**config.mk**
```make
export PLATFORM = sky130hd
export DESIGN_NAME = parallel_camera_frame_capture
export DESIGN_NICKNAME = d
export VERILOG_FILES = /design/src/hw/rtl/pcfc_pkg.sv /design/src/hw/rtl/parallel_camera_frame_capture.sv /design/src/hw/rtl/pcfc_core.sv
export VERILOG_INCLUDE_DIRS = /design/src /design/src/hw/rtl
export SDC_FILE = /design/constraint.sdc
export NUM_CORES = 1
export LEC_CHECK = 0
export BUFFER_PORTS_ARGS = -buffer_cell sky130_fd_sc_hd__clkbuf_2
export CORE_UTILIZATION = 40
export CTS_BUF_LIST = sky130_fd_sc_hd__clkbuf_4 sky130_fd_sc_hd__clkbuf_8 sky130_fd_sc_hd__clkbuf_16
export DETAILED_ROUTE_END_ITERATION = 12
export PLACE_DENSITY = 0.67
export SETUP_SLACK_MARGIN = 0.02
export SYNTH_ARGS = -nofsm -noshare
export SYNTH_HDL_FRONTEND = slang
export SYNTH_SLANG_ARGS = --single-unit
```
**constraint.sdc**
```tcl
create_clock -name clk -period 3.7 [get_ports clk]
set_input_delay 0.74 -clock clk [delete_from_list [all_inputs] [get_ports clk]]
set_output_delay 0.74 -clock clk [all_outputs]
set_load 0.05 [all_outputs]
```
**src/hw/rtl/parallel_camera_frame_capture_macros.svh**
```systemverilog
// ----------------------------------------------------------------------------
// Parallel camera frame capture: assertion macros
// Shared concurrent assertion forms, clocked on clk and disabled in reset.
// ----------------------------------------------------------------------------
`ifndef PARALLEL_CAMERA_FRAME_CAPTURE_MACROS_SVH
`define PARALLEL_CAMERA_FRAME_CAPTURE_MACROS_SVH

// The condition implies the expression in the same cycle.
`define PCFC_ASSERT_NOW(label, cond, expr, msg) \
  label: assert property (@(posedge clk) disable iff (rst) (cond) |-> (expr)) \
    else $error(msg);

// The condition implies the expression in the following cycle.
`define PCFC_ASSERT_NEXT(label, cond, expr, msg) \
  label: assert property (@(posedge clk) disable iff (rst) (cond) |=> (expr)) \
    else $error(msg);

`endif

```
**src/hw/rtl/pcfc_pkg.sv**
```systemverilog
// ----------------------------------------------------------------------------
// Parallel camera frame capture package
// Frame geometry constants, capture phases and the item and write types.
// ----------------------------------------------------------------------------
`timescale 1ns / 1ps

package pcfc_pkg;

  // Frame geometry.
  localparam int ROWS_PER_FRAME = 480;
  localparam int PIXELS_PER_ROW = 320;
  localparam int COLUMN_STRIDE  = 240;

  // Derived widths.
  localparam int ROW_W  = $clog2(ROWS_PER_FRAME);
  localparam int COL_W  = $clog2(PIXELS_PER_ROW + 1);
  localparam int ADDR_W = 17;
  localparam int BYTE_W = 8;
  localparam int WORD_W = 2 * BYTE_W;

  // Capture sequencer phases.
  typedef enum logic [2:0] {
    PH_IDLE,
    PH_VS_HIGH,
    PH_VS_LOW,
    PH_HS_HIGH,
    PH_PIXELS,
    PH_HS_LOW
  } phase_t;

  // One sample of the camera pins.
  typedef struct packed {
    logic [BYTE_W-1:0] data_byte;
    logic              pclk_level;
    logic              hsync_level;
    logic              vsync_level;
    logic              start_capture;
  } pin_item_t;

  // One frame memory write.
  typedef struct packed {
    logic              frame_last;
    logic [WORD_W-1:0] pixel_word;
    logic [ADDR_W-1:0] write_address;
  } pixel_write_t;

endpackage

```
**src/hw/rtl/parallel_camera_frame_capture.sv**
```systemverilog
// ----------------------------------------------------------------------------
// Parallel camera frame capture
// Samples camera sync, pixel clock and data pins and writes a rotated frame.
// ----------------------------------------------------------------------------
// Usage:
//   The slave stream carries one sample of the camera pins per transaction.
//   After a start request the block waits for a vsync pulse, then for each
//   row waits for hsync high, pairs bytes on rising pixel clock levels into
//   16-bit pixels and waits for hsync low. Each completed pixel leaves on
//   the master stream as one frame memory write; tlast marks the final
//   write of the frame.
//   Throughput: one sample transaction per clock cycle while the master
//   stream is not stalled. Each sample passes through an input register,
//   the combinational sequencer logic and a result register before its
//   write appears on the master stream.
//   Reset returns the sequencer to idle and empties both registers.
//   When the receiver stalls, the pending write holds in the result
//   register; one more sample is then taken into the input register and
//   tready drops until the write is taken.
// ----------------------------------------------------------------------------
`timescale 1ns / 1ps

module parallel_camera_frame_capture
  import pcfc_pkg::*;
(
  input  logic        clk,
  input  logic        rst,
  // Pin samples.
  input  logic        s_axis_tvalid,
  output logic        s_axis_tready,
  // [0] start_capture, [1] vsync_level, [2] hsync_level, [3] pclk_level,
  // [11:4] data_byte, [15:12] zero
  input  logic [15:0] s_axis_tdata,
  // Frame memory writes.
  output logic        m_axis_tvalid,
  input  logic        m_axis_tready,
  // [16:0] write_address, [32:17] pixel_word, [39:33] zero
  output logic [39:0] m_axis_tdata,
  // frame_last
  output logic        m_axis_tlast
);

  logic         in_valid;
  pin_item_t    in_item;
  logic         advance;
  logic         wr_valid;
  pixel_write_t wr;
  logic         out_valid;
  pixel_write_t out_wr;

  // A held sample moves on when the result register is free or draining.
  assign advance       = in_valid && (!out_valid || m_axis_tready);
  assign s_axis_tready = !in_valid || advance;

  // Input register.
  always_ff @(posedge clk) begin
    if (rst) begin
      in_valid <= 1'b0;
    end else if (s_axis_tready) begin
      in_valid <= s_axis_tvalid;
    end
  end

  always_ff @(posedge clk) begin
    if (s_axis_tvalid && s_axis_tready) begin
      in_item.start_capture <= s_axis_tdata[0];
      in_item.vsync_level   <= s_axis_tdata[1];
      in_item.hsync_level   <= s_axis_tdata[2];
      in_item.pclk_level    <= s_axis_tdata[3];
      in_item.data_byte     <= s_axis_tdata[11:4];
    end
  end

  pcfc_core u_core (
    .clk        (clk),
    .rst        (rst),
    .item_valid (advance),
    .item       (in_item),
    .wr_valid   (wr_valid),
    .wr         (wr)
  );

  // Result register.
  always_ff @(posedge clk) begin
    if (rst) begin
      out_valid <= 1'b0;
    end else if (advance) begin
      out_valid <= wr_valid;
    end else if (m_axis_tready) begin
      out_valid <= 1'b0;
    end
  end

  always_ff @(posedge clk) begin
    if (advance && wr_valid) begin
      out_wr <= wr;
    end
  end

  assign m_axis_tvalid = out_valid;
  assign m_axis_tdata  = {7'd0, out_wr.pixel_word, out_wr.write_address};
  assign m_axis_tlast  = out_wr.frame_last;

endmodule

```
**src/hw/rtl/pcfc_core.sv**
```systemverilog
// ----------------------------------------------------------------------------
// Parallel camera frame capture sequencer
// Tracks sync and pixel clock levels and forms one write per completed pixel.
// ----------------------------------------------------------------------------
`timescale 1ns / 1ps
`include "parallel_camera_frame_capture_macros.svh"

module pcfc_core
  import pcfc_pkg::*;
(
  input  logic         clk,
  input  logic         rst,
  input  logic         item_valid,
  input  pin_item_t    item,
  output logic         wr_valid,
  output pixel_write_t wr
);

  phase_t             phase, phase_next;
  logic [ROW_W-1:0]   row_count, row_count_next;
  logic [COL_W-1:0]   column_count, column_count_next;
  logic               second_byte_pending, second_byte_pending_next;
  logic               clock_low_wait, clock_low_wait_next;
  logic [BYTE_W-1:0]  first_byte_hold, first_byte_hold_next;

  logic               last_row;
  logic               row_done;
  logic               byte_strobe;
  logic [ADDR_W-1:0]  column_base;

  assign last_row    = (row_count == ROW_W'(ROWS_PER_FRAME - 1));
  assign row_done    = (column_count >= COL_W'(PIXELS_PER_ROW));
  // A byte is taken on the first high sample of the pixel clock.
  assign byte_strobe = !clock_low_wait && item.pclk_level;
  assign column_base = ADDR_W'(COLUMN_STRIDE) * ADDR_W'(column_count);

  // Next phase.
  always_comb begin
    phase_next = phase;
    case (phase)
      PH_IDLE:    if (item.start_capture) phase_next = PH_VS_HIGH;
      PH_VS_HIGH: if (item.vsync_level) phase_next = PH_VS_LOW;
      PH_VS_LOW:  if (!item.vsync_level) phase_next = PH_HS_HIGH;
      PH_HS_HIGH: if (item.hsync_level) phase_next = PH_PIXELS;
      PH_PIXELS: begin
        if (clock_low_wait && !item.pclk_level && row_done) phase_next = PH_HS_LOW;
      end
      PH_HS_LOW: begin
        if (!item.hsync_level) phase_next = last_row ? PH_IDLE : PH_HS_HIGH;
      end
      default:    phase_next = PH_IDLE;
    endcase
  end

  // Counters, byte pairing and the write itself.
  always_comb begin
    row_count_next           = row_count;
    column_count_next        = column_count;
    second_byte_pending_next = second_byte_pending;
    clock_low_wait_next      = clock_low_wait;
    first_byte_hold_next     = first_byte_hold;
    wr_valid                 = 1'b0;
    wr.write_address         = ADDR_W'(row_count >> 1) + column_base;
    wr.pixel_word            = {item.data_byte, first_byte_hold};
    wr.frame_last            = last_row &&
                               (column_count == COL_W'(PIXELS_PER_ROW - 1));
    case (phase)
      PH_IDLE: begin
        if (item.start_capture) begin
          row_count_next           = '0;
          column_count_next        = '0;
          second_byte_pending_next = 1'b0;
          clock_low_wait_next      = 1'b0;
        end
      end
      PH_VS_LOW: begin
        if (!item.vsync_level) row_count_next = '0;
      end
      PH_HS_HIGH: begin
        if (item.hsync_level) begin
          column_count_next        = '0;
          second_byte_pending_next = 1'b0;
          clock_low_wait_next      = 1'b0;
        end
      end
      PH_PIXELS: begin
        if (clock_low_wait) begin
          if (!item.pclk_level) clock_low_wait_next = 1'b0;
        end else if (byte_strobe) begin
          clock_low_wait_next = 1'b1;
          if (!second_byte_pending) begin
            first_byte_hold_next     = item.data_byte;
            second_byte_pending_next = 1'b1;
          end else begin
            wr_valid                 = item_valid;
            second_byte_pending_next = 1'b0;
            column_count_next        = column_count + 1'b1;
          end
        end
      end
      PH_HS_LOW: begin
        if (!item.hsync_level) begin
          column_count_next = '0;
          row_count_next    = last_row ? '0 : row_count + 1'b1;
        end
      end
      default: begin
        row_count_next = row_count;
      end
    endcase
  end

  // State advances only when an item is consumed.
  always_ff @(posedge clk) begin
    if (rst) begin
      phase               <= PH_IDLE;
      row_count           <= '0;
      column_count        <= '0;
      second_byte_pending <= 1'b0;
      clock_low_wait      <= 1'b0;
      first_byte_hold     <= '0;
    end else if (item_valid) begin
      phase               <= phase_next;
      row_count           <= row_count_next;
      column_count        <= column_count_next;
      second_byte_pending <= second_byte_pending_next;
      clock_low_wait      <= clock_low_wait_next;
      first_byte_hold     <= first_byte_hold_next;
    end
  end

  `PCFC_ASSERT_NOW(a_column_bound, 1'b1, column_count <= COL_W'(PIXELS_PER_ROW),
    "column count ran past the row length")
  `PCFC_ASSERT_NOW(a_write_in_pixels, wr_valid, phase == PH_PIXELS && second_byte_pending,
    "pixel write outside the pixel phase")
  `PCFC_ASSERT_NEXT(a_wait_after_write, wr_valid, clock_low_wait && !second_byte_pending,
    "pixel write did not arm the clock low wait")
  `PCFC_ASSERT_NEXT(a_frame_end, wr_valid && wr.frame_last, row_done && last_row,
    "last write of frame not at the final row end")

endmodule

```
==> flow_summary.ini <==
[status]
run_status = complete, no violations

[synthesis]
yosys.area_share.adder_pct = 16.7
synth_area_leaders = edfxtp_1 (31%), dfxtp_1 (15%), ha_1 (9.5%), fa_1 (7.2%), nor2_1 (4.0%)
yosysMostFrequentCell = nor2_1
netlist_area_um2 = 4460
synth_enable_flop_cells = 46
synth.distinct_cells = 52
combinational_family_with_the_most_area_after_synthesis = adder cells
syn_inst = 419
post_synth_most_frequent_cells = nor2_1 (47), edfxtp_1 (46), ha_1 (34), inv_1 (34), dfxtp_1 (33)
syn_avg_cell_area_um2 = 10.7
postSynth.asyncResetShare_pct = 0
synth_top_area_share_pct = 31.0
share_of_the_synthesized_area_in_compound_gates_ao_oa_aoi_oai_pct = 10.4
synth.yosys.seq_area_share_pct = 45.8
synth.yosys.warnings = 0
postSynthRegisterBits = 79
synthXorXnorAreaFrac_pct = 4.32
post_synth_and_or_nand_nor_area_fraction_pct = 15.9
muxShareOfSynthArea_pct = 2.05
synth_flop_cell = edfxtp_1
dominant_cell_type_by_area_after_synthesis = edfxtp_1

[critical_path]
worst-setup-path-type = flop to flop
crit-reg2reg-capture = m_axis_tdata[16]$_DFFE_PP_
cp.arrival_ns = 3.59
crit-reg2reg-launch = u_core.column_count[0]$_SDFFE_PP0P_
crit_path_max_fanout = 3
crit_path_end_kind = flop
required_ns = 3.81
timing.critical_path.from_type = flop
timing.reg2reg.setup_slack_ns = 0.22
reg2reg_depth = 12
crit_start = u_core.column_count[0]$_SDFFE_PP0P_
critical_path.endpoint = m_axis_tdata[16]$_DFFE_PP_

[cells_and_area]
post_route_cell_area_um2 = 5310
final_nets = 565
multiInputGateArea_um2 = 2320
total_of_fill_cells_in_the_finished_design = 1014
syn_to_layout_area_delta_pct = 19.0
layout.area.seq_um2 = 2040
layout-drive-gt1-share_pct = 23.4
antenna_cells = 0

[clocking]
cts.path.max_buffers = 2
clk_pin_slew_worst_paths_ns = 0.09
clock-sinks = 79
tritoncts = built
clock_latency_ns = 0.36
ctsHoldBuffers = 0
number_of_buffers_created_by_cts = 9
ctsRootBufferMaster = clkbuf_8
htree_num_levels = 3

[die]
initial_core_utilization_pct = 41.2
boundaryPins = 63
die_width_um = 108
core_um2 = 10800
dieArea_um2 = 11600
chipHeight_um = 108
rows = 38

[sta]
setup-tns-final_ns = 0
report.final.slew_viol_count = 0
finalHoldViolations = 0
tightest_slew_ns = 0.591
fmaxAchievable_mhz = 287
final_min_period_over_clock_period_pct = 94.2
rsz0062_at_grt = yes
worst_clock_skew_ns = 0.0114
max-slew-margin-rel_pct = 60.6
setup_violations = 0
period_minus_slack_ns = 3.48

[detailed_routing]
per_cell_via_count_in_the_routed_design = 5.00
total_via_count_after_detailed_routing = 3199
drc = 0
detail_route.wirelength_mm = 8.40
wl_per_cell_um = 13.1
drt_iter0_markers = 209
drt_pass1_iterations = 4
ant_nets = 0

[power_and_ir_drop]
static-leakage-power_nw = 2.28
vdd_ir_drop_max_mv = 0.184
power_density_normalized_to_cell_area_nw_per_um2 = 318

[worst_hold_path]
worstHoldPathType = flop to flop

[global_routing]
grt_max_degree = 38
grt_first_pass_wirelength_mm = 14.2
congestion_overflow_gr = 0
antenna_found_initial = 0
total_track_usage_pct = 15.5
number_of_global_route_vias_before_repair = 3164

[flow_run]
max_cap_viol_count = 0

[place]
dp_wirelength_mm = 6.11
port-buffer-count = 51
place_congestion = 0.810
dpl-instance-area_um2 = 5010
## registers in the layout, summed over array words and instances (netlist names)
register and cells:
u_core.first_byte_hold 8, m_axis_tvalid 1, u_core.phase 3, in_valid 1, m_axis_tlast 1, in_item 12, u_core.row_count 9, m_axis_tdata 33
u_core.column_count 9, u_core.clock_low_wait 1, u_core.second_byte_pending 1
## stage by stage
| step | utilization (%) | total power, mW | setup WS, ns | std cells | hold WS (ns) |
|---|---|---|---|---|---|
| 2_1_floorplan | - | 1.02 | 0.110 | 425 | 0.408 |
| 3_3_place_gp | 46.2 | 1.02 | 0.0173 | 623 | 0.414 |
| 3_5_place_dp | 46.2 | 1.03 | 0.00149 | 623 | 0.421 |
| 4_1_cts | 48.2 | 1.70 | 0.0263 | 639 | 0.439 |
| 5_1_grt | 49.0 | 1.75 | 0.00605 | 640 | 0.463 |
| 6_report | 49.0 | 1.69 | 0.215 | 640 | 0.439 |
## placed cells by master, fill, tap and decap left out, drive strengths merged, types with 18 or more instances in the layout
cell / synthesis / layout
clkbuf: 7 / 60
nor2: 47 / 47
edfxtp: 46 / 46
inv: 34 / 39
ha: 34 / 34
dfxtp: 33 / 33
buf: 9 / 24
a21oi: 21 / 21
xnor2: 18 / 18
nand2: 18 / 18
## report_power, final
part | leakage [nW] | total [mW] | internal [mW] | switching, mW
clock | 0.105 | 0.682 | 0.328 | 0.354
sequential | 0.689 | 0.948 | 0.937 | 0.0109
combinational | 1.49 | 0.0595 | 0.0180 | 0.0415
## worst min-delay path by stage
| stage | slack (ns) | cells past startpoint | from | end |
|---|---|---|---|---|
| floorplan | 0.41 | 0 | u_core.first_byte_hold[0]$_SDFFE_PP0P_ | m_axis_tdata[17]$_DFFE_PP_ |
| global placement | 0.41 | 0 | u_core.first_byte_hold[3]$_SDFFE_PP0P_ | m_axis_tdata[20]$_DFFE_PP_ |
| detailed placement | 0.42 | 0 | u_core.first_byte_hold[6]$_SDFFE_PP0P_ | m_axis_tdata[23]$_DFFE_PP_ |
| CTS | 0.44 | 0 | u_core.first_byte_hold[4]$_SDFFE_PP0P_ | m_axis_tdata[21]$_DFFE_PP_ |
| global route | 0.46 | 0 | u_core.first_byte_hold[3]$_SDFFE_PP0P_ | m_axis_tdata[20]$_DFFE_PP_ |
| finish | 0.44 | 0 | u_core.first_byte_hold[4]$_SDFFE_PP0P_ | m_axis_tdata[21]$_DFFE_PP_ |
## cell families after synthesis
logic type,count (synthesis)
other cells,1
mux,9
fa+ha+maj,50
flops,79
xor+xnor,22
compound gates,72
buf+inv,50
simple gates,136
## cell type report
cell class,count,share of cell area [%]
Inverter,34,2.40
Clock inverter,7,1.63
Sequential cell,79,38.5
Multi-Input combinational cell,296,43.7
Tap cell,140,3.30
Timing Repair Buffer,75,8.20
Clock buffer,9,2.33
## critical path: stages, from the launching register on
cell and delay [ns]:
dfxtp_1 0.34, fa_1 0.55, inv_1 0.06, fa_1 0.47, fa_1 0.49, inv_1 0.06, ha_4 0.28, nand3_2 0.09
a21oi_2 0.17, and3_4 0.21, nor4bb_4 0.22, nand4_1 0.14, xnor2_1 0.15
## timing repair
item                       CTS  global route
pin swaps                    0             3
buffers inserted             0             1
setup endpoints to repair    1             5
gates resized for setup      1            19
## metal layers
layer | global-route usage [%] | share of wire (%) | vias to the layer above | routed length [um]
li1 | - | - | 1606 | -
met1 | 19.3 | 45 | 1505 | 3800
met2 | 26.6 | 49 | 74 | 4150
met3 | 3.15 | 3.9 | 14 | 325
met4 | 5.38 | 1.5 | 0 | 129
met5 | 0 | 0 | - | 0
Power figures use the tool's default switching activity.
